## config.mk

```make
export PLATFORM = sky130hd
export DESIGN_NAME = integer_to_radix_digits_top
export DESIGN_NICKNAME = d
export VERILOG_FILES = /design/src/rtl/irdig_pkg.sv /design/src/rtl/integer_to_radix_digits_top.sv
export SDC_FILE = /design/constraint.sdc
export NUM_CORES = 1
export LEC_CHECK = 0
export ABC_AREA = 1
export BUFFER_PORTS_ARGS = -buffer_cell sky130_fd_sc_hd__buf_2
export CAP_MARGIN = 0
export CORE_UTILIZATION = 55
export DETAILED_ROUTE_END_ITERATION = 8
export PLACE_DENSITY = 0.72
export SKIP_CTS_REPAIR_TIMING = 1
export SYNTH_ARGS = -nofsm -noshare
export SYNTH_HDL_FRONTEND = slang
export SYNTH_SLANG_ARGS = --single-unit
```

## constraint.sdc

```tcl
create_clock -name clk -period 12.4 [get_ports clk]
set_input_delay 2.48 -clock clk [delete_from_list [all_inputs] [get_ports clk]]
set_output_delay 2.48 -clock clk [all_outputs]
set_load 0.05 [all_outputs]
```

## src/rtl/irdig_pkg.sv

```systemverilog
`default_nettype none

package irdig_pkg;

	// field widths
	localparam int unsigned VALUE_W = 32;
	localparam int unsigned RADIX_W = 6;
	localparam int unsigned MIND_W  = 6;
	localparam int unsigned CHAR_W  = 7;

	// quotient bits resolved per cycle by the shared divider
	localparam int unsigned BITS_PER_STEP = 4;

	// default saturation bound for the minimum digit count
	localparam int unsigned MAX_MIN_DIGITS_DEF = 32;

	// valid radix range
	localparam logic [RADIX_W-1:0] RADIX_MIN = 6'd2;
	localparam logic [RADIX_W-1:0] RADIX_MAX = 6'd36;

	// character codes
	localparam logic [CHAR_W-1:0] CHAR_QUESTION = 7'd63;
	localparam logic [CHAR_W-1:0] CHAR_MINUS    = 7'd45;
	localparam logic [CHAR_W-1:0] CHAR_ZERO     = 7'd48;
	localparam logic [CHAR_W-1:0] CHAR_LETTER_A = 7'd65;

	// digit value to its ascii character, 0-9 then A-Z
	function automatic logic [CHAR_W-1:0] digit_char(input logic [RADIX_W-1:0] d);
		logic [CHAR_W-1:0] code;
		if (d < 6'd10) begin
			code = CHAR_ZERO + {1'b0, d};
		end else begin
			code = CHAR_LETTER_A + {1'b0, d} - 7'd10;
		end
		return code;
	endfunction

endpackage

`default_nettype wire

```

## src/rtl/integer_to_radix_digits_top.sv

```systemverilog
`default_nettype none

// Integer to radix string converter. A conversion is started by a beat on
// start while busy is low; value, radix and min_digits are sampled then. The
// characters come out most significant first, one per cycle on strobe, with
// last set on the final one; the receiver cannot stall, so it must take a
// beat in every cycle that strobe is high. An invalid radix (outside 2..36)
// gives a single '?' in the cycle after start and leaves the block free at once.
// Otherwise a negative value emits '-' first, then '0' padding up to
// min_digits (saturated to MAX_MIN_DIGITS), then the digits. The digits
// are produced by one shared restoring divider that retires four quotient
// bits per cycle, one whole division per digit, all before the first
// character; a zero value gives a single '0', and the longest conversion
// is radix 2 with the most negative value.
module integer_to_radix_digits_top #(
	parameter int unsigned MAX_MIN_DIGITS = irdig_pkg::MAX_MIN_DIGITS_DEF
) (
	input  wire                               clk,
	input  wire                               arst_n,
	input  wire                               start,
	output logic                              busy,
	input  wire  [irdig_pkg::VALUE_W-1:0]     value,
	input  wire  [irdig_pkg::RADIX_W-1:0]     radix,
	input  wire  [irdig_pkg::MIND_W-1:0]      min_digits,
	output logic                              strobe,
	output logic [irdig_pkg::CHAR_W-1:0]      char_code,
	output logic                              last
);
	import irdig_pkg::*;

	// digit store depth: one entry per bit of the magnitude covers radix 2
	localparam int unsigned NDIG     = VALUE_W;
	localparam int unsigned IDX_W    = $clog2(NDIG);
	localparam int unsigned CNT_W    = IDX_W + 1;
	localparam int unsigned STEPS    = VALUE_W / BITS_PER_STEP;
	localparam int unsigned STEP_W   = $clog2(STEPS);
	// padding count holds any min_digits value
	localparam int unsigned PAD_W    = MIND_W + 1;

	typedef enum logic [2:0] {
		ST_IDLE,
		ST_DIV,
		ST_SIGN,
		ST_PAD,
		ST_DIG
	} state_t;

	state_t                state_q;
	logic [VALUE_W-1:0]    quo_q;        // dividend shifting out, quotient shifting in
	logic [RADIX_W-1:0]    rem_q;        // partial remainder, always below radix
	logic [RADIX_W-1:0]    radix_q;
	logic [STEP_W-1:0]     step_q;       // which nibble of the current division
	logic [CNT_W-1:0]      ndig_q;       // digits found so far
	logic [IDX_W-1:0]      idx_q;        // digit being emitted, counts down
	logic [PAD_W-1:0]      min_q;        // saturated minimum digit count
	logic [PAD_W-1:0]      pad_q;        // leading zeros still to send
	logic                  neg_q;
	logic                  strobe_q;
	logic [CHAR_W-1:0]     char_q;
	logic                  last_q;

	// digit store, least significant digit at entry 0
	logic [RADIX_W-1:0]    digits_mem [NDIG];

	// next-state values of the shared divider
	logic [VALUE_W-1:0]    quo_d;
	logic [RADIX_W-1:0]    rem_d;
	logic [RADIX_W:0]      trial;

	// accept decode and start-time values
	logic                  accept;
	logic                  radix_bad;
	logic [VALUE_W-1:0]    mag;
	logic [PAD_W-1:0]      min_sat;

	// end-of-division decode
	logic                  dig_done;
	logic [CNT_W-1:0]      ndig_d;
	logic [PAD_W-1:0]      pad_d;

	assign accept    = start && (state_q == ST_IDLE);
	assign radix_bad = (radix < RADIX_MIN) || (radix > RADIX_MAX);
	// two's complement magnitude; the most negative value maps to 2^31 unsigned
	assign mag       = value[VALUE_W-1] ? (~value + 32'd1) : value;
	assign min_sat   = ({1'b0, min_digits} > PAD_W'(MAX_MIN_DIGITS))
		? PAD_W'(MAX_MIN_DIGITS) : {1'b0, min_digits};

	// shared divider: four restoring steps on a narrow remainder per cycle
	always_comb begin
		quo_d = quo_q;
		rem_d = rem_q;
		trial = '0;
		for (int i = 0; i < BITS_PER_STEP; i++) begin
			trial = {rem_d, quo_d[VALUE_W-1]};
			quo_d = {quo_d[VALUE_W-2:0], 1'b0};
			if (trial >= {1'b0, radix_q}) begin
				rem_d    = RADIX_W'(trial - {1'b0, radix_q});
				quo_d[0] = 1'b1;
			end else begin
				rem_d = trial[RADIX_W-1:0];
			end
		end
	end

	assign dig_done = (step_q == STEP_W'(STEPS - 1));
	assign ndig_d   = ndig_q + CNT_W'(1);
	// padding only when the minimum exceeds the natural digit count
	assign pad_d    = (min_q > PAD_W'(ndig_d)) ? (min_q - PAD_W'(ndig_d)) : '0;

	// remainder of a finished division is the next digit up
	always_ff @(posedge clk) begin
		if (state_q == ST_DIV && dig_done) begin
			digits_mem[ndig_q[IDX_W-1:0]] <= rem_d;
		end
	end

	always_ff @(posedge clk or negedge arst_n) begin
		if (!arst_n) begin
			state_q  <= ST_IDLE;
			quo_q    <= '0;
			rem_q    <= '0;
			radix_q  <= '0;
			step_q   <= '0;
			ndig_q   <= '0;
			idx_q    <= '0;
			min_q    <= '0;
			pad_q    <= '0;
			neg_q    <= 1'b0;
			strobe_q <= 1'b0;
			char_q   <= '0;
			last_q   <= 1'b0;
		end else begin
			strobe_q <= 1'b0;
			last_q   <= 1'b0;
			case (state_q)
				ST_IDLE: begin
					if (accept) begin
						if (radix_bad) begin
							// single '?' beat, block stays free
							strobe_q <= 1'b1;
							char_q   <= CHAR_QUESTION;
							last_q   <= 1'b1;
						end else begin
							quo_q   <= mag;
							rem_q   <= '0;
							radix_q <= radix;
							step_q  <= '0;
							ndig_q  <= '0;
							min_q   <= min_sat;
							neg_q   <= value[VALUE_W-1];
							state_q <= ST_DIV;
						end
					end
				end
				ST_DIV: begin
					quo_q  <= quo_d;
					rem_q  <= rem_d;
					step_q <= step_q + STEP_W'(1);
					if (dig_done) begin
						// digit stored; restart on the quotient unless it is zero
						rem_q  <= '0;
						ndig_q <= ndig_d;
						if (quo_d == '0) begin
							idx_q <= ndig_q[IDX_W-1:0];
							pad_q <= pad_d;
							if (neg_q) begin
								state_q <= ST_SIGN;
							end else if (pad_d != '0) begin
								state_q <= ST_PAD;
							end else begin
								state_q <= ST_DIG;
							end
						end
					end
				end
				ST_SIGN: begin
					// at least one digit always follows the sign
					strobe_q <= 1'b1;
					char_q   <= CHAR_MINUS;
					state_q  <= (pad_q != '0) ? ST_PAD : ST_DIG;
				end
				ST_PAD: begin
					strobe_q <= 1'b1;
					char_q   <= CHAR_ZERO;
					pad_q    <= pad_q - PAD_W'(1);
					if (pad_q == PAD_W'(1)) begin
						state_q <= ST_DIG;
					end
				end
				ST_DIG: begin
					// most significant digit first, least significant is last
					strobe_q <= 1'b1;
					char_q   <= digit_char(digits_mem[idx_q]);
					idx_q    <= idx_q - IDX_W'(1);
					if (idx_q == '0) begin
						last_q  <= 1'b1;
						state_q <= ST_IDLE;
					end
				end
				default: begin
					state_q <= ST_IDLE;
				end
			endcase
		end
	end

	assign busy      = (state_q != ST_IDLE);
	assign strobe    = strobe_q;
	assign char_code = char_q;
	assign last      = last_q;

	// a valid radix always starts a multi-cycle conversion
	assert property (@(posedge clk) disable iff (!arst_n)
		(start && !busy && !radix_bad) |=> busy)
		else $error("valid conversion did not start");

	// a character that is not last only appears mid-conversion
	assert property (@(posedge clk) disable iff (!arst_n)
		(strobe && !last) |-> busy)
		else $error("non-final beat outside a conversion");

	// the conversion ends exactly with its final beat
	assert property (@(posedge clk) disable iff (!arst_n)
		$fell(busy) |-> (strobe && last))
		else $error("conversion ended without a final beat");

	// '?' is always a lone, final beat and never part of a conversion
	assert property (@(posedge clk) disable iff (!arst_n)
		(strobe && char_code == CHAR_QUESTION) |-> (last && !busy))
		else $error("bad-radix beat inside a conversion");

endmodule

`default_nettype wire
```

[After elaboration in Yosys (flattened, before gate mapping)]
Memory sizes are Yosys's and may differ from the RTL's.
Cells that the tools add are included.
Operators by class
  reduce and logical (&&, ||, !) cells: 21
  $lt $le $gt $ge: 9
  $add $sub $neg: 13
  equal/unequal tests: 13
  mux-type cells: 50
  bitwise gates (word level): 2
Operator list (number)
  $mux 32: 3
  $pmux 32 s2: 1
  $mux 6: 9
  $mux 7: 6
  $mux 3: 11
  $add 32x1->32 const B: 1
  $logic_not 32->1: 1
  $not 32->32: 1
  $ge 7x6->1: 4
  $pmux 7 s4: 1
  $pmux 6 s2: 2
  $sub 6x6->6: 4
  $pmux 3 s5: 1
  $reduce_and 3->1: 5
  $pmux 7 s2: 1
  $reduce_bool 7->1: 2
  $gt 6x6->1 const B: 2
  $ne 2x2->1 const B: 6
  $mux 5: 2
  $pmux 5 s2: 1
  $mux 1: 9
  $add 6x6->7 const A: 1
  $add 7x6->7 const A: 1
  $eq 7x1->1 const B: 1
  other kinds (26): 32
Storage, ports and cells
  bits in registers: 85
  memories: 1
  word-level logic and storage cells: 122
  input port bits: 47
  output and inout bits: 10
  memory bits (writable): 192
Memory list
  digits_mem: depth 32, width 6, read ports 1, clocked after Yosys merged registers in 0, wr ports 1, RTL line integer_to_radix_digits_top.sv:63  | logic [RADIX_W-1:0] digits_mem [NDIG];

[Longest topological paths before layout]
  depth after elaboration: 12
  gate-level depth with buffers: 48
  mapped depth without buffers: 46

[Worst setup path before layout]
OpenSTA, ideal clock, no wires.
  kind: reg2reg
  from: register radix_q[1]
  to: memory digits_mem[0][1] (data pin)
  arrival time: 5.957 ns
  setup time: 0.301 ns
  buffers on the path: 2
  stages on the path, launching flop included: 40
  clock period less this slack: 6.258 ns
  setup slack: 6.142 ns
  data required time: 12.099 ns
  cell sequence: dfrtp_1 -> inv_1 -> ha_1 -> nand3_1 -> nand3_1 -> nand2_2 -> nand2_4 -> inv_2 -> or2_1 -> o21ai_0 -> inv_1 -> ha_1 -> nand2_1 -> nor2_1 -> a21oi_1 -> nand2_1 -> nor2_2 -> nand2_1 -> [... 4 more ...] -> nand3_1 -> nor2_1 -> nor2_1 -> nor2_1 -> nand3_2 -> buf_2 -> o21ai_1 -> inv_1 -> ha_1 -> a21oi_1 -> o21ai_0 -> a21o_1 -> a21oi_1 -> a21boi_0 -> nor2_1 -> nand2_1 -> buf_6 -> o21ai_2
Between the ends
  word-level cells in the longest chain between the ends: 8
Ends and longest elaborated chain
  from (decl): RTL line integer_to_radix_digits_top.sv:51  | logic [RADIX_W-1:0] radix_q;
  from (signal assigned): RTL line integer_to_radix_digits_top.sv:146  | radix_q <= radix;
  $sub 6x6->6 or $ge 7x6->1 (tied branches): RTL line integer_to_radix_digits_top.sv:97, integer_to_radix_digits_top.sv:96
  $mux 6: RTL line integer_to_radix_digits_top.sv:96  | if (trial >= {1'b0, radix_q}) begin
  $sub 6x6->6 or $ge 7x6->1 (tied branches): RTL line integer_to_radix_digits_top.sv:97, integer_to_radix_digits_top.sv:96
  $mux 6: RTL line integer_to_radix_digits_top.sv:96
  $ge 7x6->1 or $sub 6x6->6 (tied branches): RTL line integer_to_radix_digits_top.sv:96, integer_to_radix_digits_top.sv:97
  $mux 6: RTL line integer_to_radix_digits_top.sv:96
  $sub 6x6->6 or $ge 7x6->1 (tied branches): RTL line integer_to_radix_digits_top.sv:97, integer_to_radix_digits_top.sv:96
  $mux 6 (*): RTL line integer_to_radix_digits_top.sv:96
  net rem_d[1]: RTL line integer_to_radix_digits_top.sv:67  | logic [RADIX_W-1:0] rem_d;
  to (decl): RTL line integer_to_radix_digits_top.sv:63
The timed path passes the listed nets; every way through them passes the cells marked *.

[Final worst setup path]
  from: register radix_q[1]
  to: memory digits_mem[3][5] (data pin)
Between the ends
  word-level cells in the longest chain between the ends: 8
Ends and longest elaborated chain (RTL line)
  $sub 6x6->6 or $ge 7x6->1 (tied branches): integer_to_radix_digits_top.sv:97, integer_to_radix_digits_top.sv:96
  $mux 6: integer_to_radix_digits_top.sv:96
  $sub 6x6->6 or $ge 7x6->1 (tied branches): integer_to_radix_digits_top.sv:97, integer_to_radix_digits_top.sv:96
  $mux 6: integer_to_radix_digits_top.sv:96
  $sub 6x6->6 or $ge 7x6->1 (tied branches): integer_to_radix_digits_top.sv:97, integer_to_radix_digits_top.sv:96
  $mux 6: integer_to_radix_digits_top.sv:96
  $sub 6x6->6 or $ge 7x6->1 (tied branches): integer_to_radix_digits_top.sv:97, integer_to_radix_digits_top.sv:96
  $mux 6 (*): integer_to_radix_digits_top.sv:96
  net rem_d[5]: integer_to_radix_digits_top.sv:67
Marked as above.

==> impl_metrics.py <==
metrics = {
    "status": {
        "status": "finished clean",
    },
    "clock_network": {
        "cts.sinks": 276,
        "cts_htree_levels": 1,
        "clk_path_buf_depth": 3,
        "clk_pin_slew_ps": 60,
        "cts_root_buf": "clkbuf_16",
        "clkLatencyLatePin_ps": 560,
        "cts_tree": "built",
        "numCtsBuffers": 29,
    },
    "critical_path": {
        "arrival_ps": 7860,
        "worstPathRequired_ps": 12580,
        "setup.worst_path.class": "reg2reg",
        "critPathTopFamily": "simple AND/OR/NAND/NOR gates",
        "cp-end-kind": "register",
        "cp-start-kind": "register",
        "cpPeakStageDelay_ps": 890,
        "path_max_fanout": 32,
        "cp_common_cell": "nand2_1",
        "path_buf_inv": 7,
        "critPathSlowestCell": "and2_1",
    },
    "synth": {
        "synthesis.area_sq_um": 14600,
        "syn_area_per_cell_sq_um": 8.98,
        "ys_seq_area_frac": 0.539,
        "synth_nets": 1720,
        "synth_seq_cells": 276,
        "yosysWarnings": 0,
        "synth_cell_types": 47,
        "syn_inst": 1624,
    },
    "final_layout": {
        "area_growth_pct": 9.61,
        "diodes": 0,
        "num-fill-cells": 2199,
        "fin_nets": 1751,
        "drive_above_1_share": 0.0900,
        "fin_util": 0.614,
        "fin_cells": 2013,
    },
    "detailed_routing": {
        "top_layer_used": "met4",
        "route.detailed.drc": 0,
        "ant_nets": 0,
        "drt_iter0_drc": 1000,
        "vias_per_cell": 5.62,
        "dr.pass1.iters": 5,
        "wl_met2_um": 16800,
        "drt_wl_total_um": 35200,
        "vias": 11300,
        "wl_met1_um": 15300,
        "wl_per_cell_um": 17.5,
        "met3_length_um": 2060,
    },
    "sta": {
        "max_freq_mhz": 130,
        "hold_viol_final": 0,
        "fin_crit_ps": 7690,
        "finClkSkew_ps": 25.3,
        "rsz0062_at_grt": "false",
        "finalCritPeriodShare": 0.620,
        "maxSlewHeadroom": 0.238,
        "drv_slew": 0,
        "setup_viol": 0,
        "worstMarginPinSlew_ps": 1140,
        "setup_tns_ps": 0,
    },
    "grt": {
        "antenna_found_initial": 0,
        "grt-ovfl-total": 0,
        "grt_pass1_wl_um": 56100,
        "grt_max_degree": 90,
        "grt_pass1_vias": 10800,
        "grt_use_total": 0.265,
    },
    "die": {
        "die_x_um": 165,
        "die_area_sq_um": 27200,
        "io_pins": 57,
        "floorplan.initialDensity": 0.560,
        "die_h_um": 165,
        "rows": 59,
        "core_area_sq_um": 26100,
    },
    "placement": {
        "dp_hpwl_um": 23600,
        "routabilityCongestion": 0.887,
        "place_inst": 1959,
        "port_buffers": 56,
    },
    "worst_hold_path": {
        "min-delay-path-class": "reg2reg",
    },
    "run": {
        "max-cap-violations": 0,
    },
}
[flip-flops by register name (all words and copies together), names as in the netlist]
signal / count
char_code: 7
digits_mem: 192
idx_q: 5
last: 1
min_q: 6
ndig_q: 6
neg_q: 1
pad_q: 7
quo_q: 32
radix_q: 6
rem_q: 6
state_q: 3
step_q: 3
strobe: 1
[worst reg2reg max path, delay by kind of cell (launching register included)]
family | cells | cell delay, ps
DFF | 1 | 500
AOI/OAI and AO/OA | 8 | 1580
adders and majority gates | 4 | 1320
and+or+nand+nor | 21 | 3230
buffers and inverters | 7 | 690
[placed cells by master (no fill, tap or decap), drive strengths merged, types with 2 or more instances in the layout]
master	synthesis	layout
xor2	26	26
buf	45	66
o221ai	4	4
nand2	316	316
xnor2	17	17
o21a	2	2
nor4	3	3
o31ai	2	2
or2	9	9
nor2	243	243
nand4	17	17
o21ai	189	189
o211ai	28	28
dfrtp	84	84
a21oi	64	64
nor3	16	16
edfxtp	192	192
a31oi	6	6
nand3	101	101
inv	156	157
o22ai	15	15
a21o	2	2
and2	2	2
a22o	5	5
clkinvlp	0	3
nand3b	5	5
fa	5	5
ha	44	44
clkinv	0	4
clkbuf	21	45
[synthesized netlist by cell type, drive strengths merged]
cell type	instances	area (sq um)
a22o	5	43.8
a21oi	64	328
and2	2	12.5
edfxtp	192	5770
o22ai	15	93.8
o221ai	4	35.0
o41ai	1	8.76
o211ai	28	210
o21a	2	15.0
fa	5	100
nor4	3	18.8
buf	45	253
nand4	17	106
a21o	2	15.0
inv	156	586
nor3	16	95.1
o21ai	189	953
or2	9	56.3
a32o	1	10.0
nor2	243	920
a22oi	1	7.51
a21boi	1	7.51
dfrtp	84	2100
a31oi	6	37.5
clkbuf	21	78.8
xnor2	17	149
xor2	26	228
nand3	101	521
o31ai	2	15.0
o21bai	1	7.51
ha	44	551
nand3b	5	37.5
nand2	316	1220
[stage by stage]
| step | setup WS (ps) | cell area (sq um) | hold slack (ps) |
|---|---|---|---|
| 6_report | 4710 | 16000 | 496 |
| 5_1_grt | 3770 | 16000 | 514 |
| 4_1_cts | 4670 | 16000 | 498 |
| 3_5_place_dp | 4690 | 15000 | 484 |
| 3_3_place_gp | 5020 | 15000 | 472 |
| 2_1_floorplan | 6140 | 14600 | 449 |
[routing by layer]
metal	vias up	track usage
met5	-	0
li1	5561	-
met4	0	0.0884
met1	5340	0.354
met2	352	0.446
met3	58	0.0344
[cell type report]
type	instances	area (sq um)	area share
Clock buffer	45	871	0.0545
Clock inverter	9	80.1	0.00501
Inverter	156	586	0.0366
Multi-Input combinational cell	1126	5810	0.363
Sequential cell	276	7870	0.492
Tap cell	335	419	0.0262
Timing Repair Buffer	66	358	0.0224
[cell families after synthesis]
| kind of cell | synth area share |
|---|---|
| AND/OR/NAND/NOR | 0.205 |
| AO/OA/AOI/OAI | 0.123 |
| adder cells (fa/ha/maj) | 0.0446 |
| XOR/XNOR | 0.0258 |
| buffers and inverters | 0.0629 |
| flip-flops | 0.539 |
[worst paths after layout]
kind,startpoint,end,slack [ps],cells past startpoint
min reg2reg,quo_q[25]$_DFFE_PN0P_,quo_q[25]$_DFFE_PN0P_,500,2
min,quo_q[25]$_DFFE_PN0P_,quo_q[25]$_DFFE_PN0P_,500,2
max,radix_q[1]$_DFFE_PN0P_,digits_mem[3][5]$_DFFE_PP_,4710,40
max reg2reg,radix_q[1]$_DFFE_PN0P_,digits_mem[3][5]$_DFFE_PP_,4710,40
min in group asynchronous,arst_n,pad_q[6]$_DFFE_PN0P_,1820,1
max in group asynchronous,arst_n,quo_q[21]$_DFFE_PN0P_,9490,2
Power is not shown: default switching activity piles up to over one toggle a cycle in this logic, so the estimate is an artifact.
